File: src/hw/rtl/skf_pkg.sv
package skf_pkg;

    // Fixed field widths of the block.
    localparam int MEAS_W = 32;
    localparam int EST_W  = 48;
    localparam int VAR_W  = 32;
    localparam int DATA_W = 32;
    localparam int ADDR_W = 4;

    // Register map, one 32-bit word per register.
    typedef enum logic [1:0] {
        REG_INITIAL_ESTIMATE  = 2'd0,
        REG_INITIAL_VARIANCE  = 2'd1,
        REG_PROCESS_NOISE     = 2'd2,
        REG_MEASUREMENT_NOISE = 2'd3
    } cfg_reg_t;

    // Register reset values.
    localparam logic [DATA_W-1:0] INITIAL_ESTIMATE_RST  = 32'd0;
    localparam logic [DATA_W-1:0] INITIAL_VARIANCE_RST  = 32'd65536;
    localparam logic [DATA_W-1:0] PROCESS_NOISE_RST     = 32'd66;
    localparam logic [DATA_W-1:0] MEASUREMENT_NOISE_RST = 32'd65536;

endpackage

File: src/hw/rtl/skf_if.sv
// Measurement channel: one measurement and its restart flag per item.
interface skf_meas_if;
    logic                                valid;
    logic                                ready;
    logic signed [skf_pkg::MEAS_W-1:0]   measurement;
    logic                                restart;

    modport source (output valid, output measurement, output restart, input ready);
    modport sink   (input valid, input measurement, input restart, output ready);
endinterface

// Result channel: updated estimate and variance per item.
interface skf_result_if;
    logic                                valid;
    logic                                ready;
    logic signed [skf_pkg::EST_W-1:0]    estimate;
    logic        [skf_pkg::VAR_W-1:0]    variance;

    modport source (output valid, output estimate, output variance, input ready);
    modport sink   (input valid, input estimate, input variance, output ready);
endinterface

File: src/hw/rtl/skf_gain_div.sv
// Restoring divider, one quotient bit per cycle, MSB first.
// Computes floor(num * 2^F / den) for num <= den; a zero divisor gives zero.
// The divisor must stay stable while the division runs.
module skf_gain_div #(
    parameter int F = 16
) (
    input  logic         clk,
    input  logic         rst_n,
    input  logic         start,
    input  logic [31:0]  num,
    input  logic [32:0]  den,
    output logic [F:0]   gain,
    output logic         done
);

    localparam int CW = $clog2(F + 1);

    logic [33:0]   rem_reg;
    logic [F:0]    quo_reg;
    logic [CW-1:0] cnt_reg;
    logic          busy_reg;
    logic          done_reg;
    logic          zero_reg;

    logic [34:0]   trial;
    logic          ge;
    logic [33:0]   rem_kept;
    logic [33:0]   rem_next;

    // Trial subtraction; the remainder stays below the divisor once reduced.
    always_comb
    begin
        trial    = {1'b0, rem_reg} - {2'b00, den};
        ge       = ~trial[34];
        rem_kept = ge ? trial[33:0] : rem_reg;
        rem_next = {rem_kept[32:0], 1'b0};
    end

    // Control state resets; the remainder is loaded on start and the quotient bits shift in.
    always_ff @(posedge clk or negedge rst_n)
    begin
        if (!rst_n)
        begin
            rem_reg  <= '0;
            quo_reg  <= '0;
            busy_reg <= 1'b0;
            done_reg <= 1'b0;
            zero_reg <= 1'b0;
            cnt_reg  <= '0;
        end
        else if (start)
        begin
            rem_reg  <= {2'b00, num};
            zero_reg <= (den == 33'd0);
            cnt_reg  <= '0;
            busy_reg <= 1'b1;
            done_reg <= 1'b0;
        end
        else if (busy_reg)
        begin
            quo_reg <= {quo_reg[F-1:0], ge};
            rem_reg <= rem_next;
            if (cnt_reg == CW'(F))
            begin
                busy_reg <= 1'b0;
                done_reg <= 1'b1;
            end
            else
            begin
                cnt_reg <= cnt_reg + 1'b1;
            end
        end
        else
        begin
            done_reg <= 1'b0;
        end
    end

    assign gain = zero_reg ? '0 : quo_reg;
    assign done = done_reg;

endmodule

File: src/hw/rtl/skf_serial_mul.sv
// Shift-add multiplier, one multiplier bit per cycle, LSB first.
// Computes floor(a * b / 2^F) for b <= 2^F, so the product never exceeds a.
// Operand a must stay stable while the multiplication runs.
module skf_serial_mul #(
    parameter int F  = 16,
    parameter int AW = 32
) (
    input  logic          clk,
    input  logic          rst_n,
    input  logic          start,
    input  logic [AW-1:0] a,
    input  logic [F:0]    b,
    output logic [AW-1:0] prod,
    output logic          done
);

    localparam int CW = $clog2(F + 1);

    logic [AW-1:0] acc_reg;
    logic [F:0]    b_sr_reg;
    logic [CW-1:0] cnt_reg;
    logic          busy_reg;
    logic          done_reg;

    logic [AW:0]   sum;

    // Add the partial product for the current multiplier bit.
    assign sum = {1'b0, acc_reg} + (b_sr_reg[0] ? {1'b0, a} : '0);

    always_ff @(posedge clk or negedge rst_n)
    begin
        if (!rst_n)
        begin
            acc_reg  <= '0;
            b_sr_reg <= '0;
            busy_reg <= 1'b0;
            done_reg <= 1'b0;
            cnt_reg  <= '0;
        end
        else if (start)
        begin
            acc_reg  <= '0;
            b_sr_reg <= b;
            cnt_reg  <= '0;
            busy_reg <= 1'b1;
            done_reg <= 1'b0;
        end
        else if (busy_reg)
        begin
            b_sr_reg <= {1'b0, b_sr_reg[F:1]};
            if (cnt_reg == CW'(F))
            begin
                // Top bit has weight 2^F, which cancels the final scaling.
                acc_reg  <= sum[AW-1:0];
                busy_reg <= 1'b0;
                done_reg <= 1'b1;
            end
            else
            begin
                // Drop one fraction bit per lower multiplier bit.
                acc_reg <= sum[AW:1];
                cnt_reg <= cnt_reg + 1'b1;
            end
        end
        else
        begin
            done_reg <= 1'b0;
        end
    end

    assign prod = acc_reg;
    assign done = done_reg;

endmodule

File: src/hw/rtl/scalar_kalman_filter_unit.sv
// One-dimensional Kalman filter with a constant-state model. Each item on the
// meas channel carries a signed integer measurement and a restart flag; the
// block answers with one item on the result channel holding the new estimate
// (signed, FRACTION_BITS fraction bits, 48 bits) and its variance (unsigned,
// 32 bits, saturated). Restart reloads the estimate and variance from the
// initial_estimate and initial_variance registers before the update; writes to
// those two registers otherwise reach the filter state only through restart.
// An accepted item passes through these steps in order: the predicted variance
// and innovation are formed and registered, the bit-serial divider produces the
// gain one quotient bit per cycle, the two bit-serial multipliers run side by
// side for the estimate correction and the new variance, and the output
// register is loaded. One item is in flight at a time, so a new item is
// accepted only once the previous one has left the sequencer; a new item is
// accepted while the previous result still waits in the output register, and
// a result that still waits there when the next one is ready holds the block
// until the receiver takes it.
module scalar_kalman_filter_unit #(
    parameter int FRACTION_BITS = 16
) (
    input  logic                         clk,
    input  logic                         rst_n,

    input  logic                         psel,
    input  logic                         penable,
    input  logic                         pwrite,
    input  logic [skf_pkg::ADDR_W-1:0]   paddr,
    input  logic [skf_pkg::DATA_W-1:0]   pwdata,
    output logic [skf_pkg::DATA_W-1:0]   prdata,
    output logic                         pready,

    skf_meas_if.sink                     meas,
    skf_result_if.source                 result
);

    localparam int F   = FRACTION_BITS;
    localparam int EW  = skf_pkg::EST_W;
    localparam int MSW = skf_pkg::MEAS_W;
    localparam int ZW  = MSW + F;
    localparam int DW  = ((ZW > EW) ? ZW : EW) + 1;
    localparam int XW  = DW + 1;

    localparam logic [XW-1:0] EST_MAX_X = {{(XW - EW + 1){1'b0}}, {(EW - 1){1'b1}}};
    localparam logic [XW-1:0] EST_MIN_X = {{(XW - EW + 1){1'b1}}, {(EW - 1){1'b0}}};

    typedef enum logic [2:0] {
        S_IDLE,
        S_PREP,
        S_DIV,
        S_MUL,
        S_DONE
    } state_t;

    // Saturate a wide signed value to the 48-bit estimate range.
    function automatic logic [EW-1:0] sat_est(input logic [XW-1:0] v);
        logic [EW-1:0] r;
        if ($signed(v) > $signed(EST_MAX_X))
        begin
            r = EST_MAX_X[EW-1:0];
        end
        else if ($signed(v) < $signed(EST_MIN_X))
        begin
            r = EST_MIN_X[EW-1:0];
        end
        else
        begin
            r = v[EW-1:0];
        end
        return r;
    endfunction

    // Configuration registers.
    logic [skf_pkg::DATA_W-1:0] init_est_reg;
    logic [skf_pkg::DATA_W-1:0] init_var_reg;
    logic [skf_pkg::DATA_W-1:0] proc_noise_reg;
    logic [skf_pkg::DATA_W-1:0] meas_noise_reg;

    // Filter state and per-item working registers.
    state_t                     state_reg;
    logic [EW-1:0]              estimate_reg;
    logic [31:0]                variance_reg;
    logic [MSW-1:0]             meas_reg;
    logic [31:0]                p_reg;
    logic [32:0]                denom_reg;
    logic [DW-1:0]              mag_reg;
    logic                       neg_reg;
    logic                       div_start_reg;
    logic                       mul_start_reg;
    logic                       res_valid_reg;
    logic [EW-1:0]              res_est_reg;
    logic [31:0]                res_var_reg;

    logic                       cfg_write;
    logic [EW-1:0]              load_est;
    logic [32:0]                p_sum;
    logic [31:0]                p_next;
    logic [32:0]                denom_next;
    logic [DW-1:0]              d_next;
    logic [DW-1:0]              mag_next;
    logic [F:0]                 gain;
    logic [F:0]                 one_minus_gain;
    logic                       div_done;
    logic [DW-1:0]              corr;
    logic [31:0]                var_prod;
    logic                       corr_done;
    logic                       var_done;
    logic [XW-1:0]              est_wide;
    logic [XW-1:0]              estimate_next;
    logic                       res_load;

    assign cfg_write = psel && penable && pwrite && pready;
    assign pready    = 1'b1;

    // Register read-back.
    always_comb
    begin
        case (skf_pkg::cfg_reg_t'(paddr[3:2]))
            skf_pkg::REG_INITIAL_ESTIMATE:  prdata = init_est_reg;
            skf_pkg::REG_INITIAL_VARIANCE:  prdata = init_var_reg;
            skf_pkg::REG_PROCESS_NOISE:     prdata = proc_noise_reg;
            skf_pkg::REG_MEASUREMENT_NOISE: prdata = meas_noise_reg;
            default:                        prdata = '0;
        endcase
    end

    // Register writes.
    always_ff @(posedge clk or negedge rst_n)
    begin
        if (!rst_n)
        begin
            init_est_reg   <= skf_pkg::INITIAL_ESTIMATE_RST;
            init_var_reg   <= skf_pkg::INITIAL_VARIANCE_RST;
            proc_noise_reg <= skf_pkg::PROCESS_NOISE_RST;
            meas_noise_reg <= skf_pkg::MEASUREMENT_NOISE_RST;
        end
        else if (cfg_write)
        begin
            case (skf_pkg::cfg_reg_t'(paddr[3:2]))
                skf_pkg::REG_INITIAL_ESTIMATE:  init_est_reg   <= pwdata;
                skf_pkg::REG_INITIAL_VARIANCE:  init_var_reg   <= pwdata;
                skf_pkg::REG_PROCESS_NOISE:     proc_noise_reg <= pwdata;
                skf_pkg::REG_MEASUREMENT_NOISE: meas_noise_reg <= pwdata;
                default:                        ;
            endcase
        end
    end

    // Restart value: the integer estimate scaled to fixed point.
    assign load_est = sat_est({{(XW - ZW){init_est_reg[MSW-1]}}, init_est_reg, {F{1'b0}}});

    // Predicted variance, gain denominator and innovation magnitude.
    always_comb
    begin
        p_sum      = {1'b0, variance_reg} + {1'b0, proc_noise_reg};
        p_next     = p_sum[32] ? '1 : p_sum[31:0];
        denom_next = {1'b0, p_next} + {1'b0, meas_noise_reg};
        d_next     = {{(DW - ZW){meas_reg[MSW-1]}}, meas_reg, {F{1'b0}}}
                   - {{(DW - EW){estimate_reg[EW-1]}}, estimate_reg};
        mag_next   = d_next[DW-1] ? (~d_next + 1'b1) : d_next;
    end

    assign one_minus_gain = {1'b1, {F{1'b0}}} - gain;

    // Corrected estimate, before it is saturated to 48 bits.
    always_comb
    begin
        est_wide      = {{(XW - EW){estimate_reg[EW-1]}}, estimate_reg};
        estimate_next = neg_reg ? (est_wide - {1'b0, corr}) : (est_wide + {1'b0, corr});
    end

    // The finished item moves into the output register once it is free.
    assign res_load = (state_reg == S_DONE) && (!res_valid_reg || result.ready);

    skf_gain_div #(
        .F (F)
    ) u_div (
        .clk   (clk),
        .rst_n (rst_n),
        .start (div_start_reg),
        .num   (p_reg),
        .den   (denom_reg),
        .gain  (gain),
        .done  (div_done)
    );

    skf_serial_mul #(
        .F  (F),
        .AW (DW)
    ) u_corr_mul (
        .clk   (clk),
        .rst_n (rst_n),
        .start (mul_start_reg),
        .a     (mag_reg),
        .b     (gain),
        .prod  (corr),
        .done  (corr_done)
    );

    skf_serial_mul #(
        .F  (F),
        .AW (32)
    ) u_var_mul (
        .clk   (clk),
        .rst_n (rst_n),
        .start (mul_start_reg),
        .a     (p_reg),
        .b     (one_minus_gain),
        .prod  (var_prod),
        .done  (var_done)
    );

    assign meas.ready      = (state_reg == S_IDLE);
    assign result.valid    = res_valid_reg;
    assign result.estimate = res_est_reg;
    assign result.variance = res_var_reg;

    // Sequencer, filter state and output register.
    always_ff @(posedge clk or negedge rst_n)
    begin
        if (!rst_n)
        begin
            state_reg     <= S_IDLE;
            estimate_reg  <= '0;
            variance_reg  <= skf_pkg::INITIAL_VARIANCE_RST;
            meas_reg      <= '0;
            p_reg         <= '0;
            denom_reg     <= '0;
            mag_reg       <= '0;
            neg_reg       <= 1'b0;
            div_start_reg <= 1'b0;
            mul_start_reg <= 1'b0;
            res_valid_reg <= 1'b0;
            res_est_reg   <= '0;
            res_var_reg   <= '0;
        end
        else
        begin
            div_start_reg <= (state_reg == S_PREP);
            mul_start_reg <= (state_reg == S_DIV) && div_done;

            // The output register holds a result until the receiver takes it.
            if (res_load)
            begin
                res_est_reg   <= sat_est(estimate_next);
                res_var_reg   <= var_prod;
                res_valid_reg <= 1'b1;
            end
            else if (res_valid_reg && result.ready)
            begin
                res_valid_reg <= 1'b0;
            end

            case (state_reg)
                S_IDLE:
                begin
                    if (meas.valid)
                    begin
                        meas_reg <= meas.measurement;
                        if (meas.restart)
                        begin
                            estimate_reg <= load_est;
                            variance_reg <= init_var_reg;
                        end
                        state_reg <= S_PREP;
                    end
                end
                S_PREP:
                begin
                    p_reg     <= p_next;
                    denom_reg <= denom_next;
                    mag_reg   <= mag_next;
                    neg_reg   <= d_next[DW-1];
                    state_reg <= S_DIV;
                end
                S_DIV:
                begin
                    if (div_done)
                    begin
                        state_reg <= S_MUL;
                    end
                end
                S_MUL:
                begin
                    if (corr_done && var_done)
                    begin
                        state_reg <= S_DONE;
                    end
                end
                S_DONE:
                begin
                    // Wait for the output register to free up.
                    if (res_load)
                    begin
                        estimate_reg <= sat_est(estimate_next);
                        variance_reg <= var_prod;
                        state_reg    <= S_IDLE;
                    end
                end
                default:
                begin
                    state_reg <= S_IDLE;
                end
            endcase
        end
    end

endmodule
File: src/flat_wrapper.sv
// flat-port wrapper written by rule: the top's interface ports become plain ports
module scalar_kalman_filter_unit_flat 
#(
    parameter int FRACTION_BITS = 16
)
  (clk, rst_n, psel, penable, pwrite, paddr, pwdata, prdata, pready, meas_valid, meas_measurement, meas_restart, meas_ready, result_valid, result_estimate, result_variance, result_ready);
  skf_meas_if meas_i ();
  skf_result_if result_i ();
  input  logic clk;
  input  logic rst_n;
  input  logic psel;
  input  logic penable;
  input  logic pwrite;
  input  logic [skf_pkg::ADDR_W-1:0] paddr;
  input  logic [skf_pkg::DATA_W-1:0] pwdata;
  output logic [skf_pkg::DATA_W-1:0] prdata;
  output logic pready;
  input wire logic [$bits(meas_i.valid)-1:0] meas_valid;
  input wire logic [$bits(meas_i.measurement)-1:0] meas_measurement;
  input wire logic [$bits(meas_i.restart)-1:0] meas_restart;
  output wire logic [$bits(meas_i.ready)-1:0] meas_ready;
  output wire logic [$bits(result_i.valid)-1:0] result_valid;
  output wire logic [$bits(result_i.estimate)-1:0] result_estimate;
  output wire logic [$bits(result_i.variance)-1:0] result_variance;
  input wire logic [$bits(result_i.ready)-1:0] result_ready;
  assign meas_i.valid = meas_valid;
  assign meas_i.measurement = meas_measurement;
  assign meas_i.restart = meas_restart;
  assign meas_ready = meas_i.ready;
  assign result_valid = result_i.valid;
  assign result_estimate = result_i.estimate;
  assign result_variance = result_i.variance;
  assign result_i.ready = result_ready;
  scalar_kalman_filter_unit #(.FRACTION_BITS(FRACTION_BITS)) u_core (.clk(clk), .rst_n(rst_n), .psel(psel), .penable(penable), .pwrite(pwrite), .paddr(paddr), .pwdata(pwdata), .prdata(prdata), .pready(pready), .meas(meas_i), .result(result_i));
endmodule
File: config.mk
export PLATFORM = sky130hd
export DESIGN_NAME = scalar_kalman_filter_unit_flat
export DESIGN_NICKNAME = d
export VERILOG_FILES = /design/src/hw/rtl/skf_pkg.sv /design/src/hw/rtl/skf_if.sv /design/src/hw/rtl/skf_gain_div.sv /design/src/hw/rtl/skf_serial_mul.sv /design/src/hw/rtl/scalar_kalman_filter_unit.sv /design/src/flat_wrapper.sv
export SDC_FILE = /design/constraint.sdc
export NUM_CORES = 2
export LEC_CHECK = 0
export BUFFER_PORTS_ARGS = -buffer_cell sky130_fd_sc_hd__clkbuf_2
export CAP_MARGIN = 20
export CORE_MARGIN = 5
export CORE_UTILIZATION = 25
export CTS_BUF_LIST = sky130_fd_sc_hd__clkbuf_8 sky130_fd_sc_hd__clkbuf_16
export DETAILED_ROUTE_END_ITERATION = 8
export PLACE_DENSITY_LB_ADDON = 0.08
export SYNTH_ARGS = -nofsm -noshare
export SYNTH_HDL_FRONTEND = slang
export SYNTH_HIERARCHICAL = 1
export SYNTH_SLANG_ARGS = --single-unit
File: constraint.sdc
create_clock -name clk -period 6.6 [get_ports clk]
set_clock_uncertainty 0.15 [all_clocks]
set_input_delay 0.66 -clock clk [delete_from_list [all_inputs] [get_ports clk]]
set_output_delay 0.66 -clock clk [all_outputs]
set_load 0.03 [all_outputs]
==> flow_summary.toml <==
[sta]
finalHoldViolCount = 0
grt_setup_unrepaired = "false"
drv_slew = 0
min_period_ns = 6.26
max_slew_margin = 0.163
fmax_mhz = 160
tns_ns = 0
holdWs_ns = 0.0788
finalCritPeriodShare = 0.949
worst_slew_pin_slew_ns = 1.24
setup_viol = 0

[synthesis]
synth_area_mm2 = 0.0452
yosys_register_bits = 629
async_reset_ff_frac = 1.00
ys_types = 131
synth-edff-count = 0
synth_area_per_cell_um2 = 8.70
ys_seq_area_frac = 0.348
ys.flop_type = "dfrtp_1"
synth_nets = 5547
syn_inst = 5197
yosysWarnings = 6

[critical_path]
critPathKind = "flip-flop to flip-flop"
r2r_end = "u_core/estimate_reg[46]"
critical_path_peak_fanout = 22
required_ns = 7.05
reg2reg_depth = 25
r2r-start = "u_core/u_corr_mul/prod[20]"
arrival_ns = 6.71
crit_path_start = "u_core/u_corr_mul/prod[20]"
critPathLaunchType = "flip-flop"
cp-endpoint = "u_core/estimate_reg[46]"
end_kind = "flip-flop"
reg2reg_slack_ns = 0.34

[finish]
final-seq-area_mm2 = 0.0158
final_nets = 5673
multi_input_area_mm2 = 0.0278
nFillCells = 19500
fin_util = 0.289
area_delta_synth_final_pct = 15.3
drive_gt1_frac = 0.146

[route]
num_vias = 38800
route.antenna.remaining_nets = 0
dr.pass1.iters = 5
wire_per_inst_um = 23.1
wl_um = 180000
drt_iter0_markers = 2284
vias_per_cell = 4.99
drc = 0

[clock_tree]
insertion_delay_ns = 0.71
cts.sinks = 629
cts_tree = "yes"
cts_root_buf = "clkbuf_16"
cts_buffers = 84
clockBufferDepth = 3
path_clk_slew_ns = 0.06
cts-htree-levels = 3

[die]
core_area_mm2 = 0.180
start_util = 0.251
die_w_um = 435
die_y_um = 435
ios = 191
dieArea_mm2 = 0.190
rows = 156

[hold_path]
hold_path.class = "primary input to flip-flop"

[power_and_ir_drop]
vdd_drop_max_uv = 303
leakagePower_nw = 23.4
power_density_mw_per_mm2 = 557

[place]
port_buffers = 187
dpl.hpwl_um = 138000
gp_congestion = 0.863

[status]
status = "complete, no violations"

[global_route]
track_usage = 0.186
grt_pass1_wl_um = 270000
antenna_found_initial = 8
overflow = 0
grt_max_degree = 131
grt_pass1_vias = 39700

[run]
cap_violations = 0
what timing repair did:
| action | CTS | global route |
|---|---|---|
| pin swaps | 0 | 1 |
| endpoints found under the hold margin | 105 | 0 |
| hold buffers | 23 | 0 |
| setup buffers | 0 | 2 |
| endpoints found under the setup margin | 1 | 93 |
| gates resized for setup | 1 | 11 |
report_power, final:
part	switching, mW	internal, mW
registers	1.55	5.02
clock network	1.97	2.88
logic	10.8	6.86
total	14.3	14.8
critical path, cell delays in order (launching register included):
cell	delay, ns
dfrtp_1	0.43
nor3_1	0.22
nand2b_1	0.11
or4_1	0.50
nor4bb_1	0.33
buf_4	0.18
and2_1	0.24
nor2b_1	0.22
a21o_1	0.24
o21ai_0	0.13
xnor2_1	0.48
ha_1	0.45
nand2_1	0.13
nor2_1	0.04
a21oi_1	0.18
buf_4	0.15
o21ai_0	0.10
a221oi_1	0.39
o21bai_1	0.10
a21oi_1	0.16
xnor2_1	0.19
a21oi_4	0.27
buf_12	0.21
nor2_2	0.08
buf_4	0.23
a221oi_1	0.25
through the flow:
step	instance area (um^2)	setup WS (ns)	total power [mW]	cells
5_1_grt	52200	0.00799	31.5	7761
2_1_floorplan	45200	0.0149	18.5	5197
4_1_cts	52100	0.0519	29.5	7756
6_report	52200	0.338	29.1	7764
3_3_place_gp	49000	0.0278	24.5	7582
3_5_place_dp	49000	-0.00785	24.4	7582
how the worst min path moves through the flow:
stage,start,to,depth (start not counted)
2_1_floorplan,rst_n,u_core/denom_reg[0],0
3_3_place_gp,u_core/mag_reg[17],u_core/mag_reg[17],2
3_5_place_dp,u_core/mag_reg[17],u_core/mag_reg[17],2
4_1_cts,meas_measurement[15],u_core/meas_reg[15],2
5_1_grt,meas_measurement[1],u_core/meas_reg[1],2
6_report,meas_measurement[15],u_core/meas_reg[15],2
layer usage:
layer | up-vias | wire length (um) | part of all wire | GRT usage
li1 | 18900 | - | - | -
met1 | 19100 | 76700 | 0.43 | 0.226
met2 | 558 | 93700 | 0.52 | 0.346
met3 | 179 | 4260 | 0.024 | 0.0201
met4 | 0 | 4880 | 0.027 | 0.0503
met5 | - | 0 | 0 | 0
synthesized netlist by cell type (all sizes together), types with 60 or more instances:
cell type    n  area share
a211oi      83       0.015
a21oi      355       0.040
nand3       71      0.0081
xor2       140       0.027
buf         63      0.0087
clkbuf     228       0.019
ha         268       0.074
nor2       425       0.035
dfrtp      624        0.35
a31oi       99       0.014
nor2b       60      0.0083
a21o       132       0.022
mux2i       68       0.015
and2       103       0.014
o21ai      348       0.039
nand2      735       0.061
nand4       74       0.011
inv        162       0.013
nor3        94       0.011
mux2       182       0.045
xnor2      201       0.039
final cells by class:
type | count | share of cell area
Multi-Input combinational cell | 4111 | 0.532
Sequential cell | 629 | 0.302
Tap cell | 2370 | 0.0568
Clock buffer | 104 | 0.0460
Timing Repair Buffer | 333 | 0.0414
Inverter | 164 | 0.0118
Clock inverter | 47 | 0.00947
Antenna cell | 6 | 0.000288
layout by cell type, fill, tap and decap left out, drive strengths merged, types with 45 or more instances in the layout:
cell type    n
a311oi      47
dfrtp      624
nand2      735
and2       103
a211oi      83
clkbuf     290
nand4       74
a21oi      355
mux2       182
buf        124
nor3        94
inv        186
nand2b      45
a21o       132
mux2i       68
nand3       71
xnor2      201
nor2b       60
nor2       425
xor2       140
o21ai      348
a31oi       99
ha         268
logic make-up after synthesis:
kind of cell,count (synthesis),synth area share
DFF,629,0.348
other,1,0.0000829
and+or+nand+nor,1812,0.189
adders and majority gates,274,0.0768
buffers and inverters,457,0.0419
muxes,282,0.0763
AOI/OAI and AO/OA,1401,0.202
xor gates and xnor gates,341,0.0662
Power figures use the tool's default switching activity.
